**src/design/bfa_pkg.sv**
```systemverilog
// ----------------------------------------------------------------------------
// bfa_pkg: shared definitions for the best-fit free list allocator
// Field widths, command and status codes, and the control/status words that
// pass between the controller and the datapath.
// ----------------------------------------------------------------------------
package bfa_pkg;

  localparam int CMD_W     = 2;
  localparam int ID_W      = 16;
  localparam int FLD_LEN_W = 16;
  localparam int POS_W     = 7;
  localparam int STATUS_W  = 3;
  localparam int COUNT_W   = 8;

  localparam int DEF_MAX_BLOCKS  = 128;
  localparam int DEF_LENGTH_BITS = 16;

  localparam logic [CMD_W-1:0] CMD_LOAD  = 2'd0;
  localparam logic [CMD_W-1:0] CMD_ALLOC = 2'd1;
  localparam logic [CMD_W-1:0] CMD_READ  = 2'd2;

  localparam logic [STATUS_W-1:0] STATUS_LOADED    = 3'd0;
  localparam logic [STATUS_W-1:0] STATUS_SPLIT     = 3'd1;
  localparam logic [STATUS_W-1:0] STATUS_EXACT     = 3'd2;
  localparam logic [STATUS_W-1:0] STATUS_NOFIT     = 3'd3;
  localparam logic [STATUS_W-1:0] STATUS_EXHAUSTED = 3'd4;
  localparam logic [STATUS_W-1:0] STATUS_READ_OK   = 3'd5;
  localparam logic [STATUS_W-1:0] STATUS_INVALID   = 3'd6;

  // scan phase: best-fit search, search for the successor of a removed
  // block, or walk to the k-th live block
  typedef enum logic [1:0] {
    PH_ALLOC,
    PH_NEXT,
    PH_READ
  } phase_e;

  typedef struct packed {
    logic   start;
    logic   step;
    phase_e phase;
  } ctrl_cmd_t;

  typedef struct packed {
    logic quick;
    logic is_read;
    logic exact;
    logic done;
  } dp_stat_t;

endpackage

```
**src/design/bfa_if.sv**
```systemverilog
// ----------------------------------------------------------------------------
// bfa_if: handshake channels of the allocator
// Request channel (bfa_in_if) and result channel (bfa_out_if), each with
// valid, ready and the word's fields.
// ----------------------------------------------------------------------------
interface bfa_in_if;
  logic                           valid;
  logic                           ready;
  logic [bfa_pkg::CMD_W-1:0]      command;
  logic [bfa_pkg::ID_W-1:0]       block_id;
  logic [bfa_pkg::FLD_LEN_W-1:0]  block_length;
  logic [bfa_pkg::FLD_LEN_W-1:0]  request_size;
  logic [bfa_pkg::POS_W-1:0]      position;

  modport source (
    output valid, command, block_id, block_length, request_size, position,
    input  ready
  );
  modport sink (
    input  valid, command, block_id, block_length, request_size, position,
    output ready
  );
endinterface

interface bfa_out_if;
  logic                           valid;
  logic                           ready;
  logic [bfa_pkg::STATUS_W-1:0]   status;
  logic [bfa_pkg::ID_W-1:0]       result_id;
  logic [bfa_pkg::FLD_LEN_W-1:0]  result_length;
  logic [bfa_pkg::COUNT_W-1:0]    live_count;

  modport source (
    output valid, status, result_id, result_length, live_count,
    input  ready
  );
  modport sink (
    input  valid, status, result_id, result_length, live_count,
    output ready
  );
endinterface

```
**src/design/best_fit_free_list_allocator_top.sv**
```systemverilog
// ----------------------------------------------------------------------------
// best_fit_free_list_allocator_top: best-fit allocator over a circular list
// Request words on in_i (load, allocate, read); one result word per request
// on out_o. Blocks live in a one-read, one-write store scanned from the rover.
// ----------------------------------------------------------------------------
// Usage
//   in_i  : command, block_id, block_length, request_size, position.
//   out_o : status, result_id, result_length, live_count.
//   One request is in flight at a time. in_i.ready drops on accept and rises
//   again in the cycle after the result word is taken.
//   Load, refused and invalid words are answered without a slot scan. A read
//   walks the loaded slots from the rover to the k-th live block. An allocate
//   scans the loaded slots from the rover for the best fit; an exact hit ends
//   that scan and, unless it removed the last live block, a search for the
//   successor of the removed block follows. The scan visits one slot per
//   cycle through the store's single read port; that port sets the rate.
//   Reset empties the list and clears the exhausted state; the store needs
//   no clearing pass. A stalled result holds out_o steady and no new request
//   is taken until it is accepted.
// ----------------------------------------------------------------------------
module best_fit_free_list_allocator_top #(
  parameter int MAX_BLOCKS  = bfa_pkg::DEF_MAX_BLOCKS,
  parameter int LENGTH_BITS = bfa_pkg::DEF_LENGTH_BITS
) (
  input  logic       clk_i,
  input  logic       rst_ni,
  bfa_in_if.sink     in_i,
  bfa_out_if.source  out_o
);
  import bfa_pkg::*;

  ctrl_cmd_t cmd;
  dp_stat_t  stat;

  bfa_ctrl u_ctrl (
    .clk_i       (clk_i),
    .rst_ni      (rst_ni),
    .in_valid_i  (in_i.valid),
    .in_ready_o  (in_i.ready),
    .out_valid_o (out_o.valid),
    .out_ready_i (out_o.ready),
    .stat_i      (stat),
    .cmd_o       (cmd)
  );

  bfa_dp #(
    .MAX_BLOCKS  (MAX_BLOCKS),
    .LENGTH_BITS (LENGTH_BITS)
  ) u_dp (
    .clk_i           (clk_i),
    .rst_ni          (rst_ni),
    .cmd_i           (cmd),
    .stat_o          (stat),
    .command_i       (in_i.command),
    .block_id_i      (in_i.block_id),
    .block_length_i  (in_i.block_length),
    .request_size_i  (in_i.request_size),
    .position_i      (in_i.position),
    .status_o        (out_o.status),
    .result_id_o     (out_o.result_id),
    .result_length_o (out_o.result_length),
    .live_count_o    (out_o.live_count)
  );

endmodule

```
**src/design/bfa_ctrl.sv**
```systemverilog
// ----------------------------------------------------------------------------
// bfa_ctrl: allocator sequencer
// Owns the handshakes, starts the datapath on an accepted word, steps the
// slot scan through its phases and holds the result until it is taken.
// ----------------------------------------------------------------------------
module bfa_ctrl (
  input  logic                clk_i,
  input  logic                rst_ni,
  input  logic                in_valid_i,
  output logic                in_ready_o,
  output logic                out_valid_o,
  input  logic                out_ready_i,
  input  bfa_pkg::dp_stat_t   stat_i,
  output bfa_pkg::ctrl_cmd_t  cmd_o
);
  import bfa_pkg::*;

  typedef enum logic [1:0] {
    S_IDLE,
    S_SCAN,
    S_RESULT
  } state_e;

  state_e state_q;
  phase_e phase_q;
  logic   in_ready_q;
  logic   out_valid_q;
  logic   accept;

  assign accept      = in_valid_i && in_ready_q;
  assign in_ready_o  = in_ready_q;
  assign out_valid_o = out_valid_q;

  assign cmd_o.start = accept;
  assign cmd_o.step  = (state_q == S_SCAN);
  assign cmd_o.phase = phase_q;

  always_ff @(posedge clk_i or negedge rst_ni) begin
    if (!rst_ni) begin
      state_q     <= S_IDLE;
      phase_q     <= PH_ALLOC;
      in_ready_q  <= 1'b1;
      out_valid_q <= 1'b0;
    end else begin
      case (state_q)
        S_IDLE: begin
          if (accept) begin
            in_ready_q <= 1'b0;
            if (stat_i.quick) begin
              state_q     <= S_RESULT;
              out_valid_q <= 1'b1;
            end else begin
              state_q <= S_SCAN;
              phase_q <= stat_i.is_read ? PH_READ : PH_ALLOC;
            end
          end
        end
        S_SCAN: begin
          if (stat_i.done) begin
            state_q     <= S_RESULT;
            out_valid_q <= 1'b1;
          end else if (stat_i.exact) begin
            phase_q <= PH_NEXT;
          end
        end
        S_RESULT: begin
          if (out_ready_i) begin
            state_q     <= S_IDLE;
            out_valid_q <= 1'b0;
            in_ready_q  <= 1'b1;
          end
        end
        default: begin
          state_q     <= S_IDLE;
          in_ready_q  <= 1'b1;
          out_valid_q <= 1'b0;
        end
      endcase
    end
  end

endmodule

```
**src/design/bfa_dp.sv**
```systemverilog
// ----------------------------------------------------------------------------
// bfa_dp: allocator datapath
// Block store (one write, one registered read per cycle), list counters,
// rover, one-slot-per-cycle scan with best-fit tracking, result register.
// ----------------------------------------------------------------------------
module bfa_dp #(
  parameter int MAX_BLOCKS  = bfa_pkg::DEF_MAX_BLOCKS,
  parameter int LENGTH_BITS = bfa_pkg::DEF_LENGTH_BITS
) (
  input  logic                           clk_i,
  input  logic                           rst_ni,
  input  bfa_pkg::ctrl_cmd_t             cmd_i,
  output bfa_pkg::dp_stat_t              stat_o,
  input  logic [bfa_pkg::CMD_W-1:0]      command_i,
  input  logic [bfa_pkg::ID_W-1:0]       block_id_i,
  input  logic [bfa_pkg::FLD_LEN_W-1:0]  block_length_i,
  input  logic [bfa_pkg::FLD_LEN_W-1:0]  request_size_i,
  input  logic [bfa_pkg::POS_W-1:0]      position_i,
  output logic [bfa_pkg::STATUS_W-1:0]   status_o,
  output logic [bfa_pkg::ID_W-1:0]       result_id_o,
  output logic [bfa_pkg::FLD_LEN_W-1:0]  result_length_o,
  output logic [bfa_pkg::COUNT_W-1:0]    live_count_o
);
  import bfa_pkg::*;

  localparam int SW = $clog2(MAX_BLOCKS);
  localparam int CW = $clog2(MAX_BLOCKS + 1);
  localparam int KW = (CW > POS_W) ? CW : POS_W;
  localparam int MW = 1 + ID_W + LENGTH_BITS;

  // store word: {live, id, length}
  logic [MW-1:0] mem [MAX_BLOCKS];
  logic [MW-1:0] rd_q;

  logic [CW-1:0]          loaded_q, live_q;
  logic [SW-1:0]          rover_q, iss_q, iss_nx, rd_slot_q, eval_q;
  logic                   exh_q, rd_valid_q;
  logic [LENGTH_BITS-1:0] req_q;
  logic [KW-1:0]          pos_q, found_q;
  logic                   have_best_q;
  logic [SW-1:0]          best_slot_q;
  logic [ID_W-1:0]        best_id_q;
  logic [LENGTH_BITS-1:0] best_len_q;
  logic [STATUS_W-1:0]    res_status_q;
  logic [ID_W-1:0]        res_id_q;
  logic [FLD_LEN_W-1:0]   res_len_q;

  logic [LENGTH_BITS-1:0] len_in, req_in;
  logic [KW-1:0]          pos_in;
  logic                   full, quick, load_ok;
  logic [STATUS_W-1:0]    q_status;
  logic [ID_W-1:0]        q_id;
  logic [FLD_LEN_W-1:0]   q_len;

  logic                   ev, ev_live, is_exact, better, last_eval, last_live;
  logic [ID_W-1:0]        ev_id;
  logic [LENGTH_BITS-1:0] ev_len;
  logic                   nb_have;
  logic [SW-1:0]          nb_slot;
  logic [ID_W-1:0]        nb_id;
  logic [LENGTH_BITS-1:0] nb_len, split_len;

  logic                   we;
  logic [SW-1:0]          waddr;
  logic [MW-1:0]          wdata;

  assign len_in  = LENGTH_BITS'(block_length_i);
  assign req_in  = LENGTH_BITS'(request_size_i);
  assign pos_in  = KW'(position_i);
  assign full    = (loaded_q == CW'(MAX_BLOCKS));
  assign load_ok = !exh_q && !full;

  always_comb begin
    quick    = 1'b1;
    q_status = STATUS_INVALID;
    q_id     = '0;
    q_len    = '0;
    case (command_i)
      CMD_LOAD: begin
        if (load_ok) begin
          q_status = STATUS_LOADED;
          q_id     = block_id_i;
          q_len    = FLD_LEN_W'(len_in);
        end
      end
      CMD_ALLOC: begin
        quick = exh_q || (req_in == '0) || (live_q == '0);
        if (exh_q) begin
          q_status = STATUS_EXHAUSTED;
        end else if (req_in == '0) begin
          q_status = STATUS_INVALID;
        end else begin
          q_status = STATUS_NOFIT;
        end
      end
      CMD_READ: begin
        quick = (live_q == '0) || (pos_in >= KW'(live_q));
      end
      default: begin
        quick = 1'b1;
      end
    endcase
  end

  // scan evaluation of the slot read in the previous cycle
  assign ev        = rd_valid_q && cmd_i.step;
  assign ev_live   = rd_q[MW-1];
  assign ev_id     = rd_q[MW-2 -: ID_W];
  assign ev_len    = rd_q[LENGTH_BITS-1:0];
  assign is_exact  = ev_live && (ev_len == req_q);
  assign better    = ev_live && (ev_len > req_q) && (!have_best_q || (ev_len < best_len_q));
  assign last_eval = (CW'(eval_q) == loaded_q - CW'(1));
  assign last_live = (live_q == CW'(1));
  assign nb_have   = have_best_q || better;
  assign nb_slot   = better ? rd_slot_q : best_slot_q;
  assign nb_id     = better ? ev_id : best_id_q;
  assign nb_len    = better ? ev_len : best_len_q;
  assign split_len = nb_len - req_q;
  assign iss_nx    = (CW'(iss_q) == loaded_q - CW'(1)) ? '0 : iss_q + SW'(1);

  always_comb begin
    stat_o.quick   = quick;
    stat_o.is_read = (command_i == CMD_READ);
    stat_o.exact   = ev && (cmd_i.phase == PH_ALLOC) && is_exact && !last_live;
    stat_o.done    = 1'b0;
    if (ev) begin
      case (cmd_i.phase)
        PH_ALLOC: stat_o.done = is_exact ? last_live : last_eval;
        PH_NEXT:  stat_o.done = ev_live;
        PH_READ:  stat_o.done = ev_live && (found_q == pos_q);
        default:  stat_o.done = 1'b0;
      endcase
    end
  end

  always_comb begin
    we    = 1'b0;
    waddr = loaded_q[SW-1:0];
    wdata = {1'b1, block_id_i, len_in};
    if (cmd_i.start && quick && (command_i == CMD_LOAD) && load_ok) begin
      we = 1'b1;
    end else if (ev && (cmd_i.phase == PH_ALLOC)) begin
      if (is_exact) begin
        we    = 1'b1;
        waddr = rd_slot_q;
        wdata = {1'b0, ev_id, ev_len};
      end else if (last_eval && nb_have) begin
        we    = 1'b1;
        waddr = nb_slot;
        wdata = {1'b1, nb_id, split_len};
      end
    end
  end

  always_ff @(posedge clk_i) begin
    if (we) begin
      mem[waddr] <= wdata;
    end
    rd_q <= mem[iss_q];
  end

  always_ff @(posedge clk_i or negedge rst_ni) begin
    if (!rst_ni) begin
      loaded_q     <= '0;
      live_q       <= '0;
      rover_q      <= '0;
      exh_q        <= 1'b0;
      iss_q        <= '0;
      rd_valid_q   <= 1'b0;
      rd_slot_q    <= '0;
      eval_q       <= '0;
      found_q      <= '0;
      req_q        <= '0;
      pos_q        <= '0;
      have_best_q  <= 1'b0;
      best_slot_q  <= '0;
      best_id_q    <= '0;
      best_len_q   <= '0;
      res_status_q <= STATUS_INVALID;
      res_id_q     <= '0;
      res_len_q    <= '0;
    end else begin
      rd_valid_q <= cmd_i.step;
      rd_slot_q  <= iss_q;
      if (cmd_i.start) begin
        iss_q       <= rover_q;
        eval_q      <= '0;
        found_q     <= '0;
        have_best_q <= 1'b0;
        req_q       <= req_in;
        pos_q       <= pos_in;
        if (quick) begin
          res_status_q <= q_status;
          res_id_q     <= q_id;
          res_len_q    <= q_len;
          if ((command_i == CMD_LOAD) && load_ok) begin
            loaded_q <= loaded_q + CW'(1);
            live_q   <= live_q + CW'(1);
            if (live_q == '0) begin
              rover_q <= loaded_q[SW-1:0];
            end
          end
        end
      end else if (cmd_i.step) begin
        iss_q <= iss_nx;
        if (ev) begin
          case (cmd_i.phase)
            PH_ALLOC: begin
              eval_q      <= eval_q + SW'(1);
              have_best_q <= nb_have;
              best_slot_q <= nb_slot;
              best_id_q   <= nb_id;
              best_len_q  <= nb_len;
              if (is_exact) begin
                live_q    <= live_q - CW'(1);
                res_id_q  <= ev_id;
                res_len_q <= '0;
                if (last_live) begin
                  exh_q        <= 1'b1;
                  res_status_q <= STATUS_EXHAUSTED;
                end else begin
                  res_status_q <= STATUS_EXACT;
                end
              end else if (last_eval) begin
                if (nb_have) begin
                  rover_q      <= nb_slot;
                  res_status_q <= STATUS_SPLIT;
                  res_id_q     <= nb_id;
                  res_len_q    <= FLD_LEN_W'(split_len);
                end else begin
                  res_status_q <= STATUS_NOFIT;
                  res_id_q     <= '0;
                  res_len_q    <= '0;
                end
              end
            end
            PH_NEXT: begin
              if (ev_live) begin
                rover_q <= rd_slot_q;
              end
            end
            PH_READ: begin
              if (ev_live) begin
                if (found_q == pos_q) begin
                  res_status_q <= STATUS_READ_OK;
                  res_id_q     <= ev_id;
                  res_len_q    <= FLD_LEN_W'(ev_len);
                end else begin
                  found_q <= found_q + KW'(1);
                end
              end
            end
            default: begin
              rover_q <= rover_q;
            end
          endcase
        end
      end
    end
  end

  assign status_o        = res_status_q;
  assign result_id_o     = res_id_q;
  assign result_length_o = res_len_q;
  assign live_count_o    = COUNT_W'(live_q);

endmodule

```
**src/flat_wrapper.sv**
```systemverilog
// flat-port wrapper written by rule: the top's interface ports become plain ports
module best_fit_free_list_allocator_top_flat import bfa_pkg::*;
#(
  parameter int MAX_BLOCKS  = bfa_pkg::DEF_MAX_BLOCKS,
  parameter int LENGTH_BITS = bfa_pkg::DEF_LENGTH_BITS
)
  (clk_i, rst_ni, in_i_valid, in_i_command, in_i_block_id, in_i_block_length, in_i_request_size, in_i_position, in_i_ready, out_o_valid, out_o_status, out_o_result_id, out_o_result_length, out_o_live_count, out_o_ready);
  bfa_in_if in_i_i ();
  bfa_out_if out_o_i ();
  input  logic clk_i;
  input  logic rst_ni;
  input wire logic [$bits(in_i_i.valid)-1:0] in_i_valid;
  input wire logic [$bits(in_i_i.command)-1:0] in_i_command;
  input wire logic [$bits(in_i_i.block_id)-1:0] in_i_block_id;
  input wire logic [$bits(in_i_i.block_length)-1:0] in_i_block_length;
  input wire logic [$bits(in_i_i.request_size)-1:0] in_i_request_size;
  input wire logic [$bits(in_i_i.position)-1:0] in_i_position;
  output wire logic [$bits(in_i_i.ready)-1:0] in_i_ready;
  output wire logic [$bits(out_o_i.valid)-1:0] out_o_valid;
  output wire logic [$bits(out_o_i.status)-1:0] out_o_status;
  output wire logic [$bits(out_o_i.result_id)-1:0] out_o_result_id;
  output wire logic [$bits(out_o_i.result_length)-1:0] out_o_result_length;
  output wire logic [$bits(out_o_i.live_count)-1:0] out_o_live_count;
  input wire logic [$bits(out_o_i.ready)-1:0] out_o_ready;
  assign in_i_i.valid = in_i_valid;
  assign in_i_i.command = in_i_command;
  assign in_i_i.block_id = in_i_block_id;
  assign in_i_i.block_length = in_i_block_length;
  assign in_i_i.request_size = in_i_request_size;
  assign in_i_i.position = in_i_position;
  assign in_i_ready = in_i_i.ready;
  assign out_o_valid = out_o_i.valid;
  assign out_o_status = out_o_i.status;
  assign out_o_result_id = out_o_i.result_id;
  assign out_o_result_length = out_o_i.result_length;
  assign out_o_live_count = out_o_i.live_count;
  assign out_o_i.ready = out_o_ready;
  best_fit_free_list_allocator_top #(.MAX_BLOCKS(MAX_BLOCKS), .LENGTH_BITS(LENGTH_BITS)) u_core (.clk_i(clk_i), .rst_ni(rst_ni), .in_i(in_i_i), .out_o(out_o_i));
endmodule
```
**config.mk**
```make
export PLATFORM = sky130hd
export DESIGN_NAME = best_fit_free_list_allocator_top_flat
export DESIGN_NICKNAME = d
export VERILOG_FILES = /design/src/design/bfa_pkg.sv /design/src/design/bfa_if.sv /design/src/design/best_fit_free_list_allocator_top.sv /design/src/design/bfa_ctrl.sv /design/src/design/bfa_dp.sv /design/src/flat_wrapper.sv
export SDC_FILE = /design/constraint.sdc
export NUM_CORES = 2
export LEC_CHECK = 0
export BUFFER_PORTS_ARGS = -buffer_cell sky130_fd_sc_hd__buf_2
export CORE_MARGIN = 4
export CORE_UTILIZATION = 30
export CTS_CLUSTER_DIAMETER = 60
export CTS_CLUSTER_SIZE = 30
export DETAILED_ROUTE_END_ITERATION = 10
export GPL_TIMING_DRIVEN = 0
export REMOVE_ABC_BUFFERS = 1
export SLEW_MARGIN = 40
export SYNTH_ARGS = -nofsm -noshare
export SYNTH_HDL_FRONTEND = slang
export SYNTH_HIERARCHICAL = 1
export SYNTH_MEMORY_MAX_BITS = 65536
export SYNTH_SLANG_ARGS = --single-unit
```
**constraint.sdc**
```tcl
create_clock -name clk_i -period 31.8 [get_ports clk_i]
set_clock_uncertainty 0.05 [all_clocks]
set_input_delay 4.77 -clock clk_i [delete_from_list [all_inputs] [get_ports clk_i]]
set_output_delay 4.77 -clock clk_i [all_outputs]
set_load 0.005 [all_outputs]
```
# Word-level counts from Yosys, hierarchy flattened
# Memories as Yosys holds them, arrays and structs flattened. A register that Yosys moved wholly into a read port is not among the register bits.
# Cells that the tools add are included.
# W data, S select, Z words.
# word_totals
latch_bits,0
n_memories,1
ff_bits,158
mem_bits_ro,0
out_inout_bits,45
ram_bits,4224
in_bits,61
# classes
div_mod_pow,0
n_addsub,8
n_mul,0
eq_ne,30
n_reduce_logical,50
shift,0
n_mux,114
bitwise_logic,2
order_cmp,3
# memory_table
memory,depth,width,rd,rd_ports_with_merged_regs,write_ports,line,text
u_core.u_dp.mem,128,33,1,1,1,bfa_dp.sv:32,logic [MW-1:0] mem [MAX_BLOCKS];
# op_table
op,count
$mux W16,24
$mux W7,22
$mux W8,13
$mux W33,3
$pmux W16 S2,2
$mux W3,12
$mux W32,1
$add A8 B1 Y8 const B,3
$mux W2,10
$mux W1,18
$ne A3 B2 Y1 const B,6
$eq A16 B16 Y1,1
$eq A7 B8 Y1,2
$gt A16 B16 Y1,1
$logic_not A16 Y1,1
$lt A16 B16 Y1,1
$ne A2 B2 Y1 const B,8
$sub A16 B16 Y16,1
$sub A8 B1 Y8 const B,2
$logic_and A1 B1 Y1,15
$add A7 B1 Y7 const B,2
$pmux W7 S2,1
$reduce_bool A2 Y1,7
$pmux W3 S2,2
24 further kinds,49

# Logic depth before layout (Yosys ltp)
# logic_depth
word_depth,12
mapped_depth,25

# Hierarchy
# Netlist, hierarchy kept.
# modules_own_cells
module,cells_each,seq_area_each_um2,area_per_inst_um2,n_inst
bfa_dp,7330,131308.4,171314.3,1
bfa_ctrl,36,151.4,331.6,1

# Worst setup path before layout
# No wires, ideal clock.
# synth_path
kind,input to register
from,input port in_i_command[0]
to,memory u_core/u_dp/mem[0][15] (netlist bit) (data pin)
required_time_ns,30.598
path_slack_ns,18.649
cell_stages,9
path_buffers,0
setup_time_ns,1.152
arrival_ns,11.949
cell_sequence,inv_1 ha_1 nor3b_1 nand2_2 o21ai_4 nor2_2 inv_2 nor2_1 nor3_1
# synth_via
elab_chain_len,6
word_cells_on_any_way,8
classes_between,eq/ne: 2; mux: 2; reduce/logical: 4
# synth_lines
item,line,text
start: declaration,flat_wrapper.sv:13,input wire logic [$bits(in_i_i.command)-1:0] in_i_command;
$eq A2 B2 Y1 or $eq A2 B1 Y1 (tied branches),bfa_dp.sv:78,case (command_i)
$pmux W1 S2,bfa_dp.sv:78,
$logic_and A1 B1 Y1,bfa_dp.sv:140,if (cmd_i.start && quick && (command_i == CMD_LOAD) && load_ok) begin
$logic_and A1 B1 Y1 (*) (2 in a row),bfa_dp.sv:140,
$mux W33 (*),bfa_dp.sv:140,
net u_core.u_dp.wdata[15],bfa_dp.sv:65,logic [MW-1:0] wdata;
end: declaration,bfa_dp.sv:32,
# Mark *: on every way through the listed nets, which the timed path passes. The rest lies on a longest branch.

# Final worst setup path
# layout_path
from,input port in_i_request_size[2]
to,memory u_core/u_dp/mem[105][2] (netlist bit) (enable)
# layout_via
elab_chain_len,10
word_cells_on_any_way,11
classes_between,mux: 5; reduce/logical: 6
# layout_lines
item,line,text
start: declaration,flat_wrapper.sv:16,input wire logic [$bits(in_i_i.request_size)-1:0] in_i_request_size;
$logic_not A16 Y1 (*),bfa_dp.sv:87,quick = exh_q || (req_in == '0) || (live_q == '0);
$logic_or A1 B1 Y1 (*) (2 in a row),bfa_dp.sv:87,
$pmux W1 S2 (*),bfa_dp.sv:78,
$logic_and A1 B1 Y1 (*) (3 in a row),bfa_dp.sv:140,
$mux W1,bfa_dp.sv:140,
$mux W1,bfa_dp.sv:156,if (we) begin
$mux W1 (not written as such),bfa_dp.sv:157,mem[waddr] <= wdata;
# Every way passes the cells marked *; elsewhere a longest branch is shown, timed or not.

==> results.toml <==
[sta]
final_count_of_hold_timing_violations = 0
fmax_mhz = 101
final_max_slew_viol_count = 0
tightest_slew_ns = 0.868
finalSetupViolCount = 0
fin_tns_setup_ns = 0
rsz0062_at_grt = "no"
final_critical_path_setup_slack_ns = 21.86
slew_headroom_pct = 42.0
timing.hold.ws_ns = 0.434
final_period_minus_worst_setup_slack_ns = 9.94
fin_crit_sh_pct = 31.2

[cells_and_area]
fillers = 51300
syn_to_final_growth_pct = 17.6
post-route-util_pct = 35.4
drive_above_1_share_pct = 34.4
final_design_area_no_fill_um2 = 202000
nNetsFinal = 8017

[routing]
dr_total_vias = 80600
post_drt_wl_per_cell_um = 27.8
wirelength_um = 434000
detail_route.iter0.violations = 10100
drt_pre_antenna_iters = 6
drc = 0
ant_nets = 0
post_drt_via_cell_ratio = 5.15

[floorplanning]
overall_die_area_um2 = 584000
start_util_pct = 30.1
core_area_um2 = 570000
num_rows = 277
die_h_um = 764
die-width_um = 764
pin_count = 106

[logic_synthesis]
synth_top_family_by_area = "multiplexers"
synth.yosys.seq_area_share_pct = 76.6
synth_cell_type_count = 92
synthesis.instances = 7366
synthDominantAreaCellType = "edfxtp_1"
synthesis.area_per_instance_um2 = 23.3
postSynth.topFlopCell = "edfxtp_1"
ys_top_cells_by_count = "4224 x edfxtp_1, 1386 x mux4_2, 265 x clkbuf_1"
muxShareOfSynthArea_pct = 18.7
synth_area_um2 = 172000
fraction_of_registers_with_async_set_reset_pct = 3.58
ys.warnings.count = 6
synthesized_area_fraction_occupied_by_ao_oa_aoi_and_oai_cells_pct = 1.30
synth_enable_flop_cells = 4224
ys_top_cells_by_area = "edfxtp_1 74%, mux4_2 18%, dfrtp_1 2.3%, clkbuf_1 0.58%, mux2_2 0.51%"
register_bit_count_reported_by_yosys = 4415
synthDominantCellAreaShare_pct = 73.9
parity_gate_share_of_the_synthesized_area_counting_xor_and_xnor_cells_pct = 0.332
synth.most_common_cell = "edfxtp_1"
synth-simple-area-share_pct = 1.56
yosys.area_share.adder_pct = 0.485

[placed_design]
placement.cell_area_um2 = 192000
io_buffer_count = 105
detailedPlace.worstSlack_ns = 20.92
gp_congestion = 0.873
place_hpwl_um = 301000

[setup_path]
critical_path.max_fanout = 70
endpoint_kind = "flip-flop"
worstPathRequired_ns = 32.37
cp.arrival_ns = 10.50
crit_type = "in2reg"
startpoint_type = "primary input"

[run]
cap_violations = 0

[grt]
antenna_found_initial = 28
wire_length_of_the_first_global_routing_pass_um = 618000
grt_pass1_vias = 82200
grt_usage_pct = 14.5
global_route.overflow_total = 0
pin_count_of_the_biggest_net_entering_global_routing = 73

[pwr]
power.share.clock_pct = 27.3
sequentialPowerShare_pct = 45.8
power_density_over_cell_area_nw_per_um2 = 70.6
switching_share_pct = 29.2
power.internal_w = 0.0101
combinationalPowerShare_pct = 26.9
ir_worst_vdd_uv = 47.5
switchingPower_w = 0.00415
p_leak_nw = 61.4

[clock_network]
clock_slew_at_the_register_clock_pins_of_the_worst_setup_and_hold_paths_ns = 0.08
htree_levels = 5
cts_max_path_buffers = 4
tritoncts = "built"
clk-insertion-delay-late_ns = 0.93
tritoncts.num_buffers = 262
cts.sinks = 4415
cts.hold.buffers_added = 0
post-cts-setup-buffers = 0
ctsRootBufferMaster = "clkbuf_16"
postCtsResizedCells = 0

[outcome]
status = "completed"

[min_path]
type_of_the_worst_min_delay_path = "reg2reg"
==> metal layers <==
| metal | track usage [%] | wire length (µm) | vias to the layer above | share of wire [%] |
|---|---|---|---|---|
| li1 | - | - | 32500 | - |
| met2 | 23.9 | 211000 | 3365 | 49 |
| met3 | 3.04 | 36700 | 683 | 8.5 |
| met5 | 0 | 80 | - | 0.018 |
| met4 | 5.08 | 17000 | 12 | 3.9 |
| met1 | 19.2 | 170000 | 44000 | 39 |
==> through the flow <==
| stage | total power [W] | cells |
|---|---|---|
| 2_1_floorplan | 0.0129 | 6977 |
| 3_3_place_gp | 0.0152 | 14600 |
| 3_5_place_dp | 0.0105 | 15200 |
| 4_1_cts | 0.0144 | 15600 |
| 5_1_grt | 0.0148 | 15600 |
| 6_report | 0.0142 | 15600 |
==> power by group through the flow <==
stage / registers [W] / clock network, W / logic [W]
6_report: 0.00653 / 0.00389 / 0.00383
4_1_cts: 0.00652 / 0.00398 / 0.00386
3_5_place_dp: 0.00666 / 0 / 0.00385
5_1_grt: 0.00654 / 0.00420 / 0.00404
2_1_floorplan: 0.00709 / 0 / 0.00581
3_3_place_gp: 0.00736 / 0 / 0.00784
==> worst max-delay path: stages <==
cell and delay (ns):
buf_2 0.12, nor4_1 0.51, a41oi_1 0.28, o211a_1 0.27, o21a_2 0.17, o21ai_4 0.42
nor2_4 0.21, inv_8 0.30, buf_16 0.28, o41ai_2 0.24, a221oi_2 0.45, and2b_1 0.54
nand3_1 0.70, nor2_4 0.65, buf_8 0.26, buf_8 0.21
==> logic make-up after synthesis <==
group | Yosys count
flops | 4415
simple gates | 579
buf+inv | 444
fa+ha+maj | 66
mux | 1471
compound gates | 326
xor+xnor | 65
==> final cells by class <==
| cell class | instances | area, µm² | area share [%] |
|---|---|---|---|
| sequential | 4415 | 131000 | 65.1 |
| timing repair buffer | 649 | 11500 | 5.68 |
| antenna | 7 | 17.5 | 0.00868 |
| tap | 7533 | 9430 | 4.67 |
| clock inverter | 185 | 2390 | 1.18 |
| inverter | 55 | 219 | 0.108 |
| multi-input combinational | 2507 | 39800 | 19.7 |
| clock buffer | 290 | 6990 | 3.46 |
==> placed cells by master, fill, tap and decap left out, types with 28 or more instances in the layout <==
| cell type | count |
|---|---|
| a21oi_1 | 45 |
| a22oi_1 | 47 |
| buf_12 | 164 |
| buf_16 | 169 |
| buf_2 | 112 |
| buf_8 | 192 |
| clkbuf_16 | 277 |
| clkinv_8 | 29 |
| dfrtp_1 | 148 |
| dfxtp_1 | 33 |
| edfxtp_1 | 4224 |
| ha_1 | 65 |
| inv_1 | 53 |
| inv_6 | 28 |
| inv_8 | 34 |
| mux2_2 | 77 |
| mux4_2 | 1386 |
| nand2_1 | 200 |
| nand2_4 | 28 |
| nand3_1 | 33 |
| nor2_1 | 47 |
| nor2_4 | 131 |
| o21ai_0 | 100 |
| xnor2_1 | 36 |
| xor2_1 | 29 |
==> final timing paths <==
path	slack, ns	cells past startpoint	from	to
worst max register to register	24.13	29	u_core/u_dp/rd_q[8]$_DFF_P_	u_core/u_dp/mem[113][15]$_DFFE_PP_
worst max-delay path	21.86	16	in_i_request_size[2]	u_core/u_dp/mem[105][2]$_DFFE_PP_
max in group asynchronous	27.29	2	rst_ni	u_core/u_dp/iss_q[1]$_DFFE_PN0N_
min in group asynchronous	3.68	1	rst_ni	u_core/u_dp/live_count_o[5]$_DFFE_PN0P_
worst min register to register	0.43	2	u_core/u_dp/result_id_o[4]$_DFFE_PN0P_	u_core/u_dp/result_id_o[4]$_DFFE_PN0P_
worst min-delay path	0.43	2	u_core/u_dp/result_id_o[4]$_DFFE_PN0P_	u_core/u_dp/result_id_o[4]$_DFFE_PN0P_
==> sequential cells by signal, summed over array words and instances, names as in the netlist, 8 cells and up <==
| signal | flops |
|---|---|
| u_core/u_dp/live_count_o | 8 |
| u_core/u_dp/rd_q | 33 |
| u_core/u_dp/result_length_o | 16 |
| u_core/u_dp/best_len_q | 16 |
| u_core/u_dp/req_q | 16 |
| u_core/u_dp/result_id_o | 16 |
| u_core/u_dp/found_q | 8 |
| u_core/u_dp/loaded_q | 8 |
| u_core/u_dp/mem | 4224 |
| u_core/u_dp/best_id_q | 16 |
(Power assumes the default switching activity.)
